--- src/hw/rtl/llst_pkg.sv ---
// package for the least loaded server table
// shared constants, payload structs and queue entry type; no dependencies
`timescale 1ns / 1ps

package llst_pkg;

  localparam int unsigned MaxServices = 16;
  localparam int unsigned MaxServers  = 8;
  localparam int unsigned SvcW        = $clog2(MaxServices);
  localparam int unsigned SrvW        = $clog2(MaxServers);
  localparam int unsigned CntW        = $clog2(MaxServers + 1);
  localparam int unsigned EntW        = SvcW + SrvW;
  localparam int unsigned NumEntries  = MaxServices * MaxServers;

  typedef enum logic [1:0] {
    ActInsert  = 2'd0,
    ActRemove  = 2'd1,
    ActRequest = 2'd2,
    ActConsult = 2'd3
  } action_e;

  typedef enum logic [1:0] {
    StOk       = 2'd0,
    StDup      = 2'd1,
    StNotFound = 2'd2,
    StFull     = 2'd3
  } status_e;

  typedef struct packed {
    logic [1:0]  action;
    logic [63:0] service_key;
    logic [31:0] server_ip;
    logic [15:0] server_port;
    logic [31:0] initial_count;
  } in_item_t;

  typedef struct packed {
    logic [1:0]  status;
    logic [31:0] chosen_ip;
    logic [15:0] chosen_port;
    logic [31:0] load_count;
    logic        last_result;
  } out_item_t;

  // classified beat handed from front to back
  typedef struct packed {
    logic [1:0]      action;
    logic            found;
    logic            free_ok;
    logic [SvcW-1:0] slot;
    logic [CntW-1:0] count;
    logic [31:0]     server_ip;
    logic [15:0]     server_port;
    logic [31:0]     initial_count;
  } job_t;

  // table update from back to front
  typedef struct packed {
    logic            valid;
    logic            create;
    logic            remove;
    logic            add;
    logic [SvcW-1:0] slot;
    logic [63:0]     key;
  } tbl_upd_t;

endpackage

--- src/hw/rtl/llst_queue.sv ---
// two entry queue between front and back
// depends on llst_pkg
`timescale 1ns / 1ps

module llst_queue (
  input  logic            clk_i,
  input  logic            rst_ni,
  input  logic            wr_valid_i,
  output logic            wr_ready_o,
  input  llst_pkg::job_t  wr_data_i,
  output logic            rd_valid_o,
  input  logic            rd_ready_i,
  output llst_pkg::job_t  rd_data_o
);

  llst_pkg::job_t mem_q [2];
  logic           wptr_q, rptr_q;
  logic [1:0]     fill_q;
  logic           wr_en, rd_en;

  assign wr_ready_o = fill_q != 2'd2;
  assign rd_valid_o = fill_q != 2'd0;
  assign rd_data_o  = mem_q[rptr_q];
  assign wr_en      = wr_valid_i && wr_ready_o;
  assign rd_en      = rd_valid_o && rd_ready_i;

  always_ff @(posedge clk_i or negedge rst_ni) begin
    if (!rst_ni) begin
      wptr_q <= 1'b0;
      rptr_q <= 1'b0;
      fill_q <= '0;
    end else begin
      if (wr_en) wptr_q <= !wptr_q;
      if (rd_en) rptr_q <= !rptr_q;
      fill_q <= fill_q + 2'(wr_en) - 2'(rd_en);
    end
  end

  always_ff @(posedge clk_i) begin
    if (wr_en) mem_q[wptr_q] <= wr_data_i;
  end

endmodule

--- config.mk ---
export PLATFORM = sky130hd
export DESIGN_NAME = llst_queue
export DESIGN_NICKNAME = d
export VERILOG_FILES = /design/src/hw/rtl/llst_pkg.sv /design/src/hw/rtl/llst_queue.sv
export SDC_FILE = /design/constraint.sdc
export NUM_CORES = 1
export LEC_CHECK = 0
export BUFFER_PORTS_ARGS = -buffer_cell sky130_fd_sc_hd__buf_2
export CAP_MARGIN = 20
export CELL_PAD_IN_SITES_DETAIL_PLACEMENT = 1
export CELL_PAD_IN_SITES_GLOBAL_PLACEMENT = 2
export CORE_ASPECT_RATIO = 1.75
export CORE_MARGIN = 5
export CORE_UTILIZATION = 36
export CTS_BUF_LIST = sky130_fd_sc_hd__clkbuf_4
export CTS_CLUSTER_DIAMETER = 80
export DETAILED_ROUTE_END_ITERATION = 12
export GPL_TIMING_DRIVEN = 1
export PLACE_DENSITY_LB_ADDON = 0.1
export SLEW_MARGIN = 5
export SYNTH_ARGS = -nofsm -noshare
export SYNTH_HDL_FRONTEND = slang
export SYNTH_SLANG_ARGS = --single-unit
--- constraint.sdc ---
create_clock -name clk_i -period 5 [get_ports clk_i]
set_input_delay 1 -clock clk_i [delete_from_list [all_inputs] [get_ports clk_i]]
set_output_delay 1 -clock clk_i [all_outputs]
set_load 0.01 [all_outputs]
==> run metrics <==
outcome finished clean; CTS Buf Count 17; layout cells sized above 1 roughly 61%; final wirelength between 15 and 20 mm; first-pass GRT wire length approximately 22 mm; vias in the first global route around 4000; Root Driver clkbuf_4; reg2reg end mem_q[1][52]; GPL Wtd Cong ~0.7; RSZ-0062 raised after global routing false; non-filler cells, final 769; clock transition at the registers of the reported paths around 170 ps; post-route cell area 8360 um2; hold_ws between 200 and 250 ps; Core Box Area 19000 um2; row count 67; Crit-path slowest cell dfrtp_4; fin util between 40% and 50%; Vias/cell 4.60; largest net degree at the start of global routing between 50 and 60; fin. max-slew vios 0; Power per Cell Area between 500 and 600 nW/um2; clk_lat worst skew approximately 550 ps; I/O Buffers about 190; sequential area share after synthesis roughly four fifths; Slew HR roughly 46%; Final nets 609; Setup WS pre-CTS 2080 ps; # clock sinks 188; post-CTS setup buffer count 0; Worst Path Buf+Inv 2; post-route setup TNS 0 ps; WL per Instance 19.7 um; Hold Buf Count CTS 0; Post-DP HPWL roughly 10 mm; Fin Clk Skew about 30 ps; post-route setup slack 1550 ps; synthesized instance count 308; global route total overflow 0; critical path class flop to primary output; H-tree Lvls 4; initial antenna violation count 4; total global routing track utilization 13.6%; reg-to-reg setup timing slack 2780 ps; CTS tree built; fmax between 0.2 and 0.3 GHz; worst path arrival time 2450 ps; Starting Density 36.2%; Hold Vio Cnt, Final 0; Syn Nets between 400 and 500; Iteration-0 DRC Markers ~140; Die Ht between 150 and 200 um; syn avg cell area roughly 22 um2; Vias approximately 3500; drt first pass iters 4; Crit Path Max Fanout 47; LEAKAGE approximately 3.1 nW; Area after DPL 8090 um2; Die W 115 um; commonest cells after routing, fill and taps aside buf_2 (189), edfxtp_1 (184), mux2_2 (92); Cells after DPL between 700 and 800; mapped cell area around 7000 um2; worst-case reg-to-reg path depth 3; CP Capture Type primary output; DIE AREA 22100 um2; remaining antenna violation count after routing 0; Total Power 4.51 mW; R2R Path Start fill_q[0]; Min-Delay Path Class input port to async pin; Critical Path, Cell by Cell buf_4 > mux2_2 > buf_2; # DRC 0; Setup-failing EPs final 0; CP delay by family, top flip-flops; IO Pins 190; yosys warns 0; Worst Max-Slew Pin Slew between 800 and 900 ps; CP Launch Type flop; P&R area growth vs syn 21.5%; Yosys cell types 19; post_cts resized 0; Peak VDD IR approximately 0.25 mV; minimum clock period 3450 ps; max cap viols 0; CP max stage delay ~890 ps; worst path required time around 4000 ps; commonest non-fill, non-tap cell in the layout buf_2; Tcrit/Tclk final between 60% and 70%; CTS max path bufs 2; FF+latch count, synth around 190
## power by group
part	internal, mW	switching [mW]	total [mW]
clock network	0.257	0.532	0.789
logic	0.656	0.754	1.41
registers	2.15	0.162	2.31
total	3.06	1.45	4.51
## sequential cells by signal, indices dropped and copies added, names as in the netlist
signal,cells
fill_q,2
mem_q,184
wptr_q,1
rptr_q,1
## cells in the mapped netlist, drive strengths merged
cell type / number / area share, %
edfxtp: 184 / 80
o21ba: 1 / 0.15
dfrtp: 4 / 1.5
nand3: 1 / 0.073
and3: 1 / 0.11
nand2b: 1 / 0.091
xnor2: 3 / 0.38
or2: 1 / 0.091
nor2: 3 / 0.16
o21ai: 1 / 0.073
mux2: 92 / 15
nor4bb: 1 / 0.15
nand2: 2 / 0.11
nor2b: 1 / 0.091
a311oi: 1 / 0.13
buf: 10 / 1.4
ha: 1 / 0.18
## routing by layer
layer	track usage, %	part of all wire (%)
met1	13.0	33
met2	26.0	59
met3	4.33	6.5
met4	5.49	1.7
met5	0	0.086
## layout make-up
class,instances,area [um2]
Fill cell,1915,10700
Multi-Input combinational cell,110,1170
Clock buffer,17,128
Antenna cell,3,7.51
Tap cell,241,302
Sequential cell,188,5630
Timing Repair Buffer,195,991
Clock inverter,15,136
## cells by family after synthesis
kind of cell / synth area share [%]
flops: 81.8
compound gates: 0.345
xor+xnor: 0.382
mux: 15.1
buf+inv: 1.40
simple gates: 0.873
fa+ha+maj: 0.182
## worst max path at each step
| stage | from | to | slack (ps) | cells past startpoint |
|---|---|---|---|---|
| 3_3_place_gp | rptr_q | rd_data_o[45] | 2090 | 3 |
| 3_5_place_dp | rptr_q | rd_data_o[45] | 2080 | 3 |
| 5_1_grt | rptr_q | rd_data_o[79] | 1360 | 3 |
| 4_1_cts | rptr_q | rd_data_o[45] | 1410 | 3 |
| 2_1_floorplan | wr_valid_i | mem_q[0][0] | 1100 | 2 |
| 6_report | rptr_q | rd_data_o[79] | 1550 | 3 |
No activity file was read; power rests on OpenSTA's default activity.
