### src/hw/rtl/llst_pkg.sv
// package for the least loaded server table
// shared constants, payload structs and queue entry type; no dependencies
`timescale 1ns / 1ps

package llst_pkg;

  localparam int unsigned MaxServices = 16;
  localparam int unsigned MaxServers  = 8;
  localparam int unsigned SvcW        = $clog2(MaxServices);
  localparam int unsigned SrvW        = $clog2(MaxServers);
  localparam int unsigned CntW        = $clog2(MaxServers + 1);
  localparam int unsigned EntW        = SvcW + SrvW;
  localparam int unsigned NumEntries  = MaxServices * MaxServers;

  typedef enum logic [1:0] {
    ActInsert  = 2'd0,
    ActRemove  = 2'd1,
    ActRequest = 2'd2,
    ActConsult = 2'd3
  } action_e;

  typedef enum logic [1:0] {
    StOk       = 2'd0,
    StDup      = 2'd1,
    StNotFound = 2'd2,
    StFull     = 2'd3
  } status_e;

  typedef struct packed {
    logic [1:0]  action;
    logic [63:0] service_key;
    logic [31:0] server_ip;
    logic [15:0] server_port;
    logic [31:0] initial_count;
  } in_item_t;

  typedef struct packed {
    logic [1:0]  status;
    logic [31:0] chosen_ip;
    logic [15:0] chosen_port;
    logic [31:0] load_count;
    logic        last_result;
  } out_item_t;

  // classified beat handed from front to back
  typedef struct packed {
    logic [1:0]      action;
    logic            found;
    logic            free_ok;
    logic [SvcW-1:0] slot;
    logic [CntW-1:0] count;
    logic [31:0]     server_ip;
    logic [15:0]     server_port;
    logic [31:0]     initial_count;
  } job_t;

  // table update from back to front
  typedef struct packed {
    logic            valid;
    logic            create;
    logic            remove;
    logic            add;
    logic [SvcW-1:0] slot;
    logic [63:0]     key;
  } tbl_upd_t;

endpackage

### src/hw/rtl/llst_front.sv
// front part: service table lookup and slot allocation
// depends on llst_pkg
`timescale 1ns / 1ps

module llst_front (
  input  logic                clk_i,
  input  logic                rst_ni,
  input  logic                in_valid_i,
  output logic                in_ready_o,
  input  llst_pkg::in_item_t  in_data_i,
  output logic                job_valid_o,
  input  logic                job_ready_i,
  output llst_pkg::job_t      job_o,
  input  llst_pkg::tbl_upd_t  upd_i,
  input  logic                back_idle_i
);

  logic [llst_pkg::MaxServices-1:0] used_q;
  logic [63:0]                      id_q [llst_pkg::MaxServices];
  logic [llst_pkg::CntW-1:0]        cnt_q [llst_pkg::MaxServices];
  logic                             busy_q;

  logic                      hit, free_ok;
  logic [llst_pkg::SvcW-1:0] hit_idx, free_idx;

  // one item in flight: table must settle before next lookup
  assign in_ready_o  = !busy_q && back_idle_i && job_ready_i;
  assign job_valid_o = in_valid_i && in_ready_o;

  always_comb begin
    hit      = 1'b0;
    hit_idx  = '0;
    free_ok  = 1'b0;
    free_idx = '0;
    for (int s = llst_pkg::MaxServices - 1; s >= 0; s--) begin
      if (used_q[s] && id_q[s] == in_data_i.service_key) begin
        hit     = 1'b1;
        hit_idx = llst_pkg::SvcW'(s);
      end
      if (!used_q[s]) begin
        free_ok  = 1'b1;
        free_idx = llst_pkg::SvcW'(s);
      end
    end
  end

  always_comb begin
    job_o               = '0;
    job_o.action        = in_data_i.action;
    job_o.found         = hit;
    job_o.free_ok       = free_ok;
    job_o.slot          = hit ? hit_idx : free_idx;
    job_o.count         = hit ? cnt_q[hit_idx] : '0;
    job_o.server_ip     = in_data_i.server_ip;
    job_o.server_port   = in_data_i.server_port;
    job_o.initial_count = in_data_i.initial_count;
  end

  always_ff @(posedge clk_i or negedge rst_ni) begin
    if (!rst_ni) begin
      used_q <= '0;
      busy_q <= 1'b0;
    end else begin
      if (job_valid_o) begin
        busy_q <= 1'b1;
      end else if (upd_i.valid) begin
        busy_q <= 1'b0;
      end
      if (upd_i.valid && upd_i.create) begin
        used_q[upd_i.slot] <= 1'b1;
      end
      if (upd_i.valid && upd_i.remove) begin
        used_q[upd_i.slot] <= 1'b0;
      end
    end
  end

  always_ff @(posedge clk_i) begin
    if (upd_i.valid && upd_i.create) begin
      id_q[upd_i.slot]  <= upd_i.key;
      cnt_q[upd_i.slot] <= llst_pkg::CntW'(1);
    end else if (upd_i.valid && upd_i.add) begin
      cnt_q[upd_i.slot] <= cnt_q[upd_i.slot] + llst_pkg::CntW'(1);
    end
  end

endmodule

### config.mk
export PLATFORM = sky130hd
export DESIGN_NAME = llst_front
export DESIGN_NICKNAME = d
export VERILOG_FILES = /design/src/hw/rtl/llst_pkg.sv /design/src/hw/rtl/llst_front.sv
export SDC_FILE = /design/constraint.sdc
export NUM_CORES = 1
export LEC_CHECK = 0
export ABC_AREA = 0
export BUFFER_PORTS_ARGS = -buffer_cell sky130_fd_sc_hd__buf_2
export CORE_ASPECT_RATIO = 1.75
export CORE_MARGIN = 8
export CORE_UTILIZATION = 50
export DETAILED_ROUTE_END_ITERATION = 12
export PLACE_DENSITY = 0.77
export SLEW_MARGIN = 20
export SYNTH_ARGS = -nofsm -noshare
export SYNTH_HDL_FRONTEND = slang
export SYNTH_SLANG_ARGS = --single-unit
### constraint.sdc
create_clock -name clk_i -period 7.9 [get_ports clk_i]
set_clock_uncertainty 0.15 [all_clocks]
set_input_delay 1.185 -clock clk_i [delete_from_list [all_inputs] [get_ports clk_i]]
set_output_delay 1.185 -clock clk_i [all_outputs]
set_load 0.005 [all_outputs]
==> summary.txt <==
CTS
  – Clk_lat worst skew: 0.73 ns
  – CTS buffer count: 95
  – Post-CTS sizing: 0
  – CTS tree: built
  – CTS Buffer Depth: 3
  – H-tree Lvls: 3
  – Root Buffer: clkbuf_16
  – # hold bufs at CTS: 0
  – Sink Count: 1,105
  – Post-CTS setup buffer count: 0
  – Worst-path clk slew: 0.07 ns

Synth
  – Synthesized area: 0.0483 mm2
  – Post-synth top cells: 1,088 x edfxtp_1, 420 x xnor2_1, 417 x xor2_1
  – Post-Syn Area per Cell: 15.2 um2
  – Main synth FF type: edfxtp_1
  – Top post-synthesis cells by area: edfxtp_1 68%, xnor2_1 7.6%, xor2_1 7.6%
  – Area leader, netlist: edfxtp_1
  – Post-synth EDFFs: 1,088
  – Distinct cell type count after synthesis: 68
  – Sequential element share of the synthesized area: 0.686
  – Asr flop ratio synth: 0.0154
  – Most numerous cell in the Yosys netlist: edfxtp_1
  – Synthesized Nets: 3,405
  – Area share of the largest cell type after synthesis: 0.677
  – Synth warn: 0
  – Syn Inst Count: 3,181
  – Synth Register Bits: 1,105

Timing
  – Unrepaired setup endpoints after global routing: false
  – Final Setup Violations: 0
  – Setup_tns: 0 ns
  – Fmax: 0.130 GHz
  – Worst hold margin: 0.245 ns
  – Worst slew pin tran: 1.25 ns
  – Period utilisation layout: 0.972
  – Final Hold Viols: 0
  – Slew Limit Fails: 0
  – Max_slew headroom: 0.162
  – Period minus WS final: 7.68 ns

Outcome
  – Outcome: finished clean

Floorplan
  – Initial Util: 0.502
  – Row cnt: 151
  – Die Width: 251 um
  – Die Span Y: 427 um
  – Die area: 0.107 mm2
  – Core area: 0.0962 mm2
  – Boundary pin count: 317

Detailed routing
  – Remaining antenna violation count: 0
  – DR iter-0 viols: 5,191
  – Via count: 32,100
  – DRC viols: 0
  – Pre-antenna DRT Iters: 6
  – DR WL/cell: 44.7 um
  – Final WL: 211,000 um
  – Routed vias/inst: 6.81

GRT
  – Pin count of the biggest net entering global routing: 66
  – Met2 usage: 0.626
  – GR Util met3: 0.0921
  – GRT overflow: 0
  – Grt met1 use: 0.410
  – First-pass GRT wire length: 275,000 um
  – Global routing's busiest layer: met2
  – Total Routing Usage GR: 0.389
  – Initial antenna violation count: 18
  – Vias in the first global route: 30,900

Power and ir drop
  – Maximum vdd drop: 0.175 mV
  – LEAKAGE: 17.6 nW
  – Pwr Density: 232 mW/mm2

Setup path
  – Critical Path Sink Type: output pin
  – CP max FO: 12
  – Worst setup SP type: input port
  – Crit path DAT: 6.35 ns
  – CP Class: in2out
  – CP Data Required Time: 6.57 ns

Layout
  – Multi-input gate area: 0.0137 mm2
  – Fin util: 0.562
  – Area growth syn-to-layout: 12.1%
  – Final nets: 3,606
  – Filler cell count: 7,416
  – Layout cells sized above 1: 0.156
  – Sequential Area: 0.0331 mm2

Job
  – Max Cap Violations: 0

Min path
  – Worst hold path class: in2async

Place
  – Dpl hpwl: 143,000 um
  – Port-buffer cells: 152
  – Routability cong.: 1.10
power by group:
group,total (W),internal (W),switching (W)
Clock,0.00488,0.00264,0.00223
Combinational,0.00108,0.000281,0.000804
Sequential,0.00660,0.00653,0.0000784
Total,0.0126,0.00945,0.00312
flip-flops by register name, indices dropped and copies added (netlist names):
name / flops
busy_q: 1
cnt_q: 64
id_q: 1024
used_q: 16
final timing paths:
check	startpoint	end	slack, ns	depth (start not counted)
worst max-delay path	in_data_i[117]	job_o[80]	0.22	15
worst min-delay path	rst_ni	used_q[15]$_DFF_PN0_	0.25	1
worst max register to register	cnt_q[3][0]$_DFFE_PP_	cnt_q[10][2]$_DFFE_PP_	4.96	5
worst min register to register	busy_q$_DFFE_PN0P_	busy_q$_DFFE_PN0P_	0.33	1
max in group asynchronous	rst_ni	used_q[11]$_DFF_PN0_	7.02	1
min in group clk_i	busy_q$_DFFE_PN0P_	busy_q$_DFFE_PN0P_	0.33	1
through the flow:
stage / cells / worst slack (ns) / cell area, um2 / power [W]
2_1_floorplan: 3181 / 2.13 / 48300 / 0.00718
6_report: 4706 / 0.219 / 54100 / 0.0126
4_1_cts: 4686 / 0.368 / 54000 / 0.0125
3_5_place_dp: 4506 / 0.385 / 50800 / 0.00775
5_1_grt: 4689 / 0.176 / 54000 / 0.0127
3_3_place_gp: 4505 / 0.387 / 50800 / 0.00774
logic make-up after synthesis:
group	synth area share
muxes	0.0158
and+or+nand+nor	0.0721
DFF	0.686
adders and majority gates	0.000259
buffers and inverters	0.0337
xor gates and xnor gates	0.152
AOI/OAI and AO/OA	0.0405
cell type report:
type | instances | share of cell area
clock buffer | 113 | 0.0456
antenna | 17 | 0.000787
timing repair buffer | 330 | 0.0404
tap | 1224 | 0.0283
inverter | 94 | 0.00652
sequential | 1105 | 0.612
clock inverter | 67 | 0.0125
multi-input combinational | 1756 | 0.254
placed cells by master, fill, tap and decap left out, types with 14 or more instances in the layout:
cell	netlist	final
o221ai_1	20	20
nand2_1	64	64
edfxtp_1	1088	1088
nor2_1	74	55
clkinv_1	4	29
o2111ai_1	32	32
mux2_2	14	14
clkbuf_1	52	17
nand2b_1	84	84
buf_4	84	171
o2bb2ai_1	17	16
diode_2	0	17
xor2_1	417	417
o21ai_0	21	21
mux4_2	20	20
nor2_4	0	16
nor4_1	151	143
buf_2	70	153
a21oi_1	14	14
nor2b_1	16	16
clkbuf_16	0	96
inv_1	87	87
dfrtp_1	17	17
nor3_1	30	29
o22ai_1	36	36
xnor2_1	420	420
a22o_1	24	24
nand3_1	38	38
o22a_1	16	16
nand4_1	125	125
clkinv_2	0	18
worst max-delay path: stages:
cell      delay, ns
buf_2          0.49
clkinv_1       0.62
a221o_1        0.62
nor4_1         0.88
nand4_1        0.27
o22ai_1        0.46
a31oi_1        0.12
o21ai_0        0.16
nand3_1        0.16
a21oi_1        0.18
buf_4          0.15
mux2_2         0.33
o221a_2        0.28
a311o_1        0.28
buf_2          0.14
metal layers:
layer,vias up,wire (um)
li1,12200,-
met1,16000,60600
met2,2945,98000
met3,943,25100
met4,6,26900
met5,-,37
Power figures use the tool's default switching activity.
